===== src/hdl/dtti_pkg.sv =====
package dtti_pkg;

    localparam int unsigned COUNT_W = 5;
    localparam int unsigned ACC_W   = 64;

    localparam logic [7:0] CHAR_ZERO  = 8'h30;
    localparam logic [7:0] CHAR_NINE  = 8'h39;
    localparam logic [7:0] CHAR_MINUS = 8'h2d;

    localparam logic [COUNT_W-1:0] DIGIT_MAX_COUNT = 5'd19;
    localparam logic [COUNT_W-1:0] COUNT_MAX       = 5'd31;

    // result_width codes
    localparam logic [1:0] WIDTH_8  = 2'd0;
    localparam logic [1:0] WIDTH_16 = 2'd1;
    localparam logic [1:0] WIDTH_32 = 2'd2;
    localparam logic [1:0] WIDTH_64 = 2'd3;

    // register indexes (paddr[2])
    localparam logic REG_RESULT_WIDTH = 1'b0;
    localparam logic REG_SIGNED_MODE  = 1'b1;

    typedef struct packed {
        logic [ACC_W-1:0]   acc;
        logic [COUNT_W-1:0] count;
        logic               neg;
        logic               bad;
    } field_t;

    function automatic logic [COUNT_W-1:0] len_unsigned(input logic [1:0] w);
        logic [COUNT_W-1:0] r;
        case (w)
            WIDTH_8:  r = 5'd3;
            WIDTH_16: r = 5'd5;
            WIDTH_32: r = 5'd10;
            default:  r = 5'd19;
        endcase
        return r;
    endfunction

    function automatic logic [COUNT_W-1:0] len_signed(input logic [1:0] w);
        logic [COUNT_W-1:0] r;
        case (w)
            WIDTH_8:  r = 5'd4;
            WIDTH_16: r = 5'd6;
            WIDTH_32: r = 5'd11;
            default:  r = 5'd20;
        endcase
        return r;
    endfunction

    function automatic logic [ACC_W-1:0] max_unsigned(input logic [1:0] w);
        logic [ACC_W-1:0] r;
        case (w)
            WIDTH_8:  r = 64'd255;
            WIDTH_16: r = 64'd65535;
            WIDTH_32: r = 64'd4294967295;
            default:  r = 64'hffff_ffff_ffff_ffff;
        endcase
        return r;
    endfunction

    function automatic logic [ACC_W-1:0] max_pos(input logic [1:0] w);
        logic [ACC_W-1:0] r;
        case (w)
            WIDTH_8:  r = 64'd127;
            WIDTH_16: r = 64'd32767;
            WIDTH_32: r = 64'd2147483647;
            default:  r = 64'h7fff_ffff_ffff_ffff;
        endcase
        return r;
    endfunction

    function automatic logic [ACC_W-1:0] max_neg(input logic [1:0] w);
        logic [ACC_W-1:0] r;
        case (w)
            WIDTH_8:  r = 64'd128;
            WIDTH_16: r = 64'd32768;
            WIDTH_32: r = 64'd2147483648;
            default:  r = 64'h8000_0000_0000_0000;
        endcase
        return r;
    endfunction

endpackage


===== src/hdl/dtti_check.sv =====
module dtti_check
(
    input  dtti_pkg::field_t  field,
    input  logic [1:0]        result_width,
    input  logic              signed_mode,
    output logic [63:0]       value,
    output logic              status
);

    logic [dtti_pkg::COUNT_W-1:0] digits;
    logic [dtti_pkg::ACC_W-1:0]   negated;
    logic [dtti_pkg::ACC_W-1:0]   result;
    logic                         err;

    assign digits  = field.count - {{(dtti_pkg::COUNT_W-1){1'b0}}, field.neg};
    assign negated = {dtti_pkg::ACC_W{1'b0}} - field.acc;

    always_comb
    begin
        err    = field.bad || (digits == '0) || (digits > dtti_pkg::DIGIT_MAX_COUNT);
        result = field.acc;
        if (signed_mode)
        begin
            if (field.count > dtti_pkg::len_signed(result_width))
                err = 1'b1;
            if (field.neg)
            begin
                if (field.acc > dtti_pkg::max_neg(result_width))
                    err = 1'b1;
                result = negated;
            end
            else if (field.acc > dtti_pkg::max_pos(result_width))
            begin
                err = 1'b1;
            end
        end
        else
        begin
            // a minus taken while signed mode was on makes the field an error once it is off
            if (field.neg || (field.count > dtti_pkg::len_unsigned(result_width)))
                err = 1'b1;
            if (field.acc > dtti_pkg::max_unsigned(result_width))
                err = 1'b1;
        end
    end

    assign value  = err ? 64'd0 : result;
    assign status = err;

endmodule


===== src/hdl/decimal_text_to_integer_core.sv =====
// Decimal text to integer: takes one ASCII character per item on the slave
// stream, with tlast on the last character of a field, and gives one result
// item per field on the master stream: the value sign-extended (signed mode)
// or zero-extended to 64 bits in tdata, and tuser high on a format, length
// or range error (tdata is then zero). One character is accepted every
// clock; only a last character can be held back, and only while the result
// stream stalls with a result still waiting behind the output register. The
// result goes from the input register through the field register (last
// step of the times-ten-plus-digit accumulation) into the output register.
// Set result_width (address 0) and signed_mode (address 4) only while no
// field is in flight.
module decimal_text_to_integer_core
(
    input  logic        clk,
    input  logic        rst_n,

    input  logic        s_tvalid,
    output logic        s_tready,
    input  logic [7:0]  s_tdata,   // [7:0] char_code
    input  logic        s_tlast,   // field_end

    output logic        m_tvalid,
    input  logic        m_tready,
    output logic [63:0] m_tdata,   // [63:0] value
    output logic        m_tuser,   // status

    input  logic        psel,
    input  logic        penable,
    input  logic        pwrite,
    input  logic [2:0]  paddr,
    input  logic [31:0] pwdata,
    output logic [31:0] prdata,
    output logic        pready
);

    // configuration
    logic [1:0] result_width_reg;
    logic       signed_mode_reg;
    logic       cfg_write;

    assign pready    = 1'b1;
    assign cfg_write = psel && penable && pwrite && pready;
    assign prdata    = (paddr[2] == dtti_pkg::REG_SIGNED_MODE)
                       ? {31'd0, signed_mode_reg} : {30'd0, result_width_reg};

    always_ff @(posedge clk or negedge rst_n)
    begin
        if (!rst_n)
        begin
            result_width_reg <= dtti_pkg::WIDTH_64;
            signed_mode_reg  <= 1'b0;
        end
        else if (cfg_write)
        begin
            if (paddr[2] == dtti_pkg::REG_RESULT_WIDTH)
                result_width_reg <= pwdata[1:0];
            else
                signed_mode_reg <= pwdata[0];
        end
    end

    // handshake chain
    logic in_valid_reg;
    logic in_last_reg;
    logic [7:0] in_char_reg;
    logic fin_valid_reg;
    logic out_ready;
    logic fin_ready;
    logic fin_fire;
    logic in_fire;
    logic s_fire;

    assign out_ready = !m_tvalid || m_tready;
    assign fin_ready = !fin_valid_reg || out_ready;
    assign fin_fire  = fin_valid_reg && out_ready;
    assign in_fire   = in_valid_reg && (!in_last_reg || fin_ready);
    assign s_tready  = !in_valid_reg || in_fire;
    assign s_fire    = s_tvalid && s_tready;

    always_ff @(posedge clk or negedge rst_n)
    begin
        if (!rst_n)
            in_valid_reg <= 1'b0;
        else if (s_fire)
            in_valid_reg <= 1'b1;
        else if (in_fire)
            in_valid_reg <= 1'b0;
    end

    always_ff @(posedge clk)
    begin
        if (s_fire)
        begin
            in_char_reg <= s_tdata;
            in_last_reg <= s_tlast;
        end
    end

    // accumulator stage
    dtti_pkg::field_t state_reg;
    dtti_pkg::field_t state_next;
    dtti_pkg::field_t fin_reg;
    logic [dtti_pkg::COUNT_W-1:0] digits;
    logic [3:0] digit;
    logic is_digit;

    assign digits   = state_reg.count - {{(dtti_pkg::COUNT_W-1){1'b0}}, state_reg.neg};
    assign is_digit = (in_char_reg >= dtti_pkg::CHAR_ZERO) && (in_char_reg <= dtti_pkg::CHAR_NINE);
    assign digit    = in_char_reg[3:0];

    always_comb
    begin
        state_next = state_reg;
        if ((in_char_reg == dtti_pkg::CHAR_MINUS) && (state_reg.count == '0) && signed_mode_reg)
        begin
            state_next.neg = 1'b1;
        end
        else if (is_digit)
        begin
            if ((digits < dtti_pkg::DIGIT_MAX_COUNT) && !state_reg.bad)
                // times ten as shift-add; at most 19 digits, so no wrap
                state_next.acc = {state_reg.acc[60:0], 3'b000}
                               + {state_reg.acc[62:0], 1'b0}
                               + {60'd0, digit};
            else
                state_next.bad = 1'b1;
        end
        else
        begin
            state_next.bad = 1'b1;
        end
        if (state_reg.count < dtti_pkg::COUNT_MAX)
            state_next.count = state_reg.count + 5'd1;
    end

    always_ff @(posedge clk or negedge rst_n)
    begin
        if (!rst_n)
        begin
            state_reg <= '0;
        end
        else if (in_fire)
        begin
            if (in_last_reg)
                state_reg <= '0;
            else
                state_reg <= state_next;
        end
    end

    always_ff @(posedge clk or negedge rst_n)
    begin
        if (!rst_n)
            fin_valid_reg <= 1'b0;
        else if (in_fire && in_last_reg)
            fin_valid_reg <= 1'b1;
        else if (fin_fire)
            fin_valid_reg <= 1'b0;
    end

    always_ff @(posedge clk)
    begin
        if (in_fire && in_last_reg)
            fin_reg <= state_next;
    end

    // range check and output register
    logic [63:0] chk_value;
    logic        chk_status;
    logic        m_tvalid_reg;
    logic [63:0] m_tdata_reg;
    logic        m_tuser_reg;

    dtti_check u_check
    (
        .field        (fin_reg),
        .result_width (result_width_reg),
        .signed_mode  (signed_mode_reg),
        .value        (chk_value),
        .status       (chk_status)
    );

    always_ff @(posedge clk or negedge rst_n)
    begin
        if (!rst_n)
            m_tvalid_reg <= 1'b0;
        else if (fin_fire)
            m_tvalid_reg <= 1'b1;
        else if (m_tready)
            m_tvalid_reg <= 1'b0;
    end

    always_ff @(posedge clk)
    begin
        if (fin_fire)
        begin
            m_tdata_reg <= chk_value;
            m_tuser_reg <= chk_status;
        end
    end

    assign m_tvalid = m_tvalid_reg;
    assign m_tdata  = m_tdata_reg;
    assign m_tuser  = m_tuser_reg;

endmodule

===== config.mk =====
export PLATFORM = sky130hd
export DESIGN_NAME = decimal_text_to_integer_core
export DESIGN_NICKNAME = d
export VERILOG_FILES = /design/src/hdl/dtti_pkg.sv /design/src/hdl/dtti_check.sv /design/src/hdl/decimal_text_to_integer_core.sv
export SDC_FILE = /design/constraint.sdc
export NUM_CORES = 1
export LEC_CHECK = 0
export CORE_MARGIN = 2
export CORE_UTILIZATION = 30
export CTS_CLUSTER_DIAMETER = 50
export DETAILED_ROUTE_END_ITERATION = 16
export DONT_BUFFER_PORTS = 1
export HOLD_SLACK_MARGIN = 0.02
export MAX_ROUTING_LAYER = met4
export SYNTH_ARGS = -nofsm -noshare
export SYNTH_HDL_FRONTEND = slang
export SYNTH_SLANG_ARGS = --single-unit

===== constraint.sdc =====
create_clock -name clk -period 5.7 [get_ports clk]
set_input_delay 0.285 -clock clk [delete_from_list [all_inputs] [get_ports clk]]
set_output_delay 0.285 -clock clk [all_outputs]
set_load 0.05 [all_outputs]

==> run_results.csv <==
group,metric,value,unit
run_status,status,"finished clean",
pwr,vdd_drop_max,0.148,mV
pwr,clkPwrFrac,33.0,%
routing,drt-initial-drc-count,789,
worst_setup_path,crit_start,"result_width_reg[0]",
cts,cts-root-buf,"clkbuf_16",
routing,viasPerCell,5.30,
grt,grt_max_degree,79,
routing,wl_per_cell,17.3,µm
hold_path,hold_path_class,"input port to flip-flop",
timing,finalCritPeriodShare,81.3,%
floorplanning,initial_utilization,30.5,%
pwr,pwr-share-comb,25.9,%
timing,fin_setup_tns,0,ps
logic_synthesis,yosysWarnings,0,
cts,ctsResizeCount,0,
logic_synthesis,synthArstFlopShare,34.7,%
layout,n_antenna_cell,0,
timing,rsz0062_at_grt,"no",
cts,clk_latency,550,ps
worst_setup_path,crit_arrival,4890,ps
layout,fin_nets,1945,
placed_design,gp_congestion,0.917,
worst_setup_path,path_max_fanout,65,
timing,fin_skew,13.5,ps
logic_synthesis,synth_area_leaders,"edfxtp_1 (26%), ha_1 (16%), dfrtp_1 (11%), nand2_1 (3.6%), o21ai_0 (3.6%)",
worst_setup_path,endpoint_kind,"flip-flop",
flow_run,max-cap-violations,0,
pwr,switching_share,34.8,%
pwr,seqPwrFrac,41.1,%
placed_design,place.detailed.hpwl,31300,µm
hold_path,hp-start,"penable",
cts,hold_buffers,16,
layout,fillers,5411,
routing,routed-via-count,12700,
worst_setup_path,rr_startpoint,"result_width_reg[0]",
logic_synthesis,yosysUniqueCellTypes,78,
grt,busiest_layer,"met2",
routing,drt-total-wl,41600,µm
logic_synthesis,synthFlopType,"edfxtp_1",
grt,antenna_found_initial,0,
routing,firstDrtPassIters,5,
timing,finalHoldViolations,0,
floorplanning,io_pins,151,
floorplanning,core,0.0541,mm²
logic_synthesis,syn_avg_cell_area,9.68,µm²
timing,fmax,216,MHz
placed_design,port_buffers,0,
cts,cts_inserted_buffers,27,
cts,clk_path_buf_depth,3,
routing,ant_nets,0,
timing,slew_viol_final,0,
cts,clkTransAtPathRegs,60,ps
pwr,leakagePower,7.65,nW
timing,relSlewSlack,29.6,%
cts,h-tree-depth,1,
logic_synthesis,synth_largest_area_cell,"edfxtp_1",
grt,use_met1,20.3,%
timing,finalSetupViolations,0,
timing,min_period,4640,ps
layout,drive_above_1_share,6.50,%
grt,grt_usage,15.0,%
grt,grt_pass1_vias,12400,
worst_setup_path,start_kind,"flip-flop",
timing,max_slew.worst_pin.slew,1030,ps
logic_synthesis,yosysSeqAreaShare,38.1,%
logic_synthesis,synth_seq_cells,222,
pwr,p_int,3.36,mW
grt,grtUsageMet3,1.47,%
layout,area_growth_syn_to_layout,9.94,%
logic_synthesis,synth_edf_count,145,
cts,clock-sinks,222,
routing,drc,0,
grt,grtUsageMet2,23.7,%
logic_synthesis,synth_top_area_share,26.4,%
cts,cts_tree,"built",
floorplanning,dieArea,0.0569,mm²
pwr,power_density,284,mW/mm²
floorplanning,rows,85,
grt,grt_overflow,0,
cts,post-cts-setup-buffer-count,0,
floorplanning,fp.dieW,239,µm
worst_setup_path,critPathRequiredTime,5960,ps
pwr,total_power,5.15,mW
floorplanning,die_height,239,µm
worst_setup_path,critical_path_class,"flip-flop to flip-flop",
grt,grt_pass1_wl,67600,µm
logic_synthesis,syn_area,0.0165,mm²
logic_synthesis,syn_inst,1704,
pwr,p_sw,1.79,mW
layout,regArea,0.00628,mm²
layout,multi_input_area,0.00964,mm²
==> placed cells by master, fill, tap and decap left out, types with 8 or more instances in the layout <==
cell and instances:
nand2b_1 10, o21bai_1 11, and3_1 9, o211ai_1 8, o21a_1 10, inv_1 44
a21oi_1 106, o221ai_1 15, or3_1 14, nand3_1 25, o21ai_0 118, mux2_2 27
nor3_1 23, dfrtp_1 75, nor2b_1 10, nand2_1 159, a22oi_1 18, dlygate4sd3_1 15
a31oi_1 15, edfxtp_1 145, buf_4 14, xnor2_1 67, clkbuf_16 27, a21o_1 66
o31ai_1 22, nor2_1 142, a211oi_1 10, ha_1 205, nor4_1 16, a22o_1 31
or4_1 9, nand4_1 37, xor2_1 56, conb_1 31
==> cell usage after synthesis, types with 18 or more instances <==
master      n
nor2_1    143
xnor2_1    67
a21o_1     66
a21oi_1   106
mux2_2     27
buf_4      32
clkbuf_1   66
nor3_1     23
edfxtp_1  145
dfrtp_1    75
a22o_1     31
nand2_1   160
nand3_1    25
inv_1      44
ha_1      205
o21ai_0   119
o31ai_1    22
nand4_1    37
xor2_1     56
a22oi_1    18
==> cells by family after synthesis <==
group | Yosys count | share of synthesized area, %
multiplexers | 28 | 1.90
AND/OR/NAND/NOR | 489 | 14.1
other | 2 | 0.0455
XOR/XNOR | 123 | 6.53
buffers and inverters | 149 | 4.36
flip-flops | 222 | 38.1
AO/OA/AOI/OAI | 484 | 19.2
adder cells (fa/ha/maj) | 207 | 15.8
==> cell type report <==
type                            count  share of cell area, %
Sequential cell                   222                   34.6
Tap cell                          696                   4.80
Timing Repair Buffer               30                   1.56
Clock inverter                     18                   1.12
Multi-Input combinational cell   1362                   53.2
Clock buffer                       31                   3.81
Inverter                           44                  0.910
==> metal layers <==
metal | part of all wire, % | up-vias
met5 | 0 | -
met4 | 2.5 | 0
met3 | 4.2 | 55
met2 | 46 | 277
met1 | 47 | 6135
li1 | - | 6273
==> final timing paths <==
check | to | depth (start not counted) | slack [ps]
worst min-delay path | result_width_reg[1] | 2 | 60
worst max-delay path | m_tdata[63] | 14 | 1060
min in group asynchronous | state_reg[4] | 2 | 330
worst min register to register | state_reg[70] | 2 | 490
worst max register to register | m_tdata[63] | 14 | 1060
max in group asynchronous | state_reg[45] | 2 | 5020
==> worst max-delay path: stages (launching register included) <==
cell and delay, ps:
dfstp_2 560, ha_1 260, inv_1 420, buf_4 370
ha_1 310, nand4_1 110, nor4_1 610, nor2b_1 380
nand3_1 140, nor2_1 120, nor4_1 60, o2bb2ai_1 190
o21ai_4 130, buf_4 520, nor2_1 150
==> metrics by stage <==
stage	std cells	setup slack (ps)	area, µm²	hold WS, ps	util (%)
detailed placement	2338	1100	17100	-5.85	31.5
finish	2403	1060	18100	59.4	33.5
floorplan	1733	857	16600	-10.6	-
global placement	2338	1200	17100	-5.82	31.5
CTS	2403	1090	18100	38.7	33.5
global route	2403	802	18100	55.4	33.5
==> power by group through the flow <==
| stage | Sequential, mW | Combinational, mW | Clock (mW) |
|---|---|---|---|
| CTS | 2.11 | 1.33 | 1.75 |
| detailed placement | 2.14 | 1.30 | 0 |
| global placement | 2.14 | 1.26 | 0 |
| floorplan | 2.09 | 1.02 | 0 |
| finish | 2.12 | 1.34 | 1.70 |
| global route | 2.13 | 1.50 | 1.80 |
(Power assumes the default switching activity.)
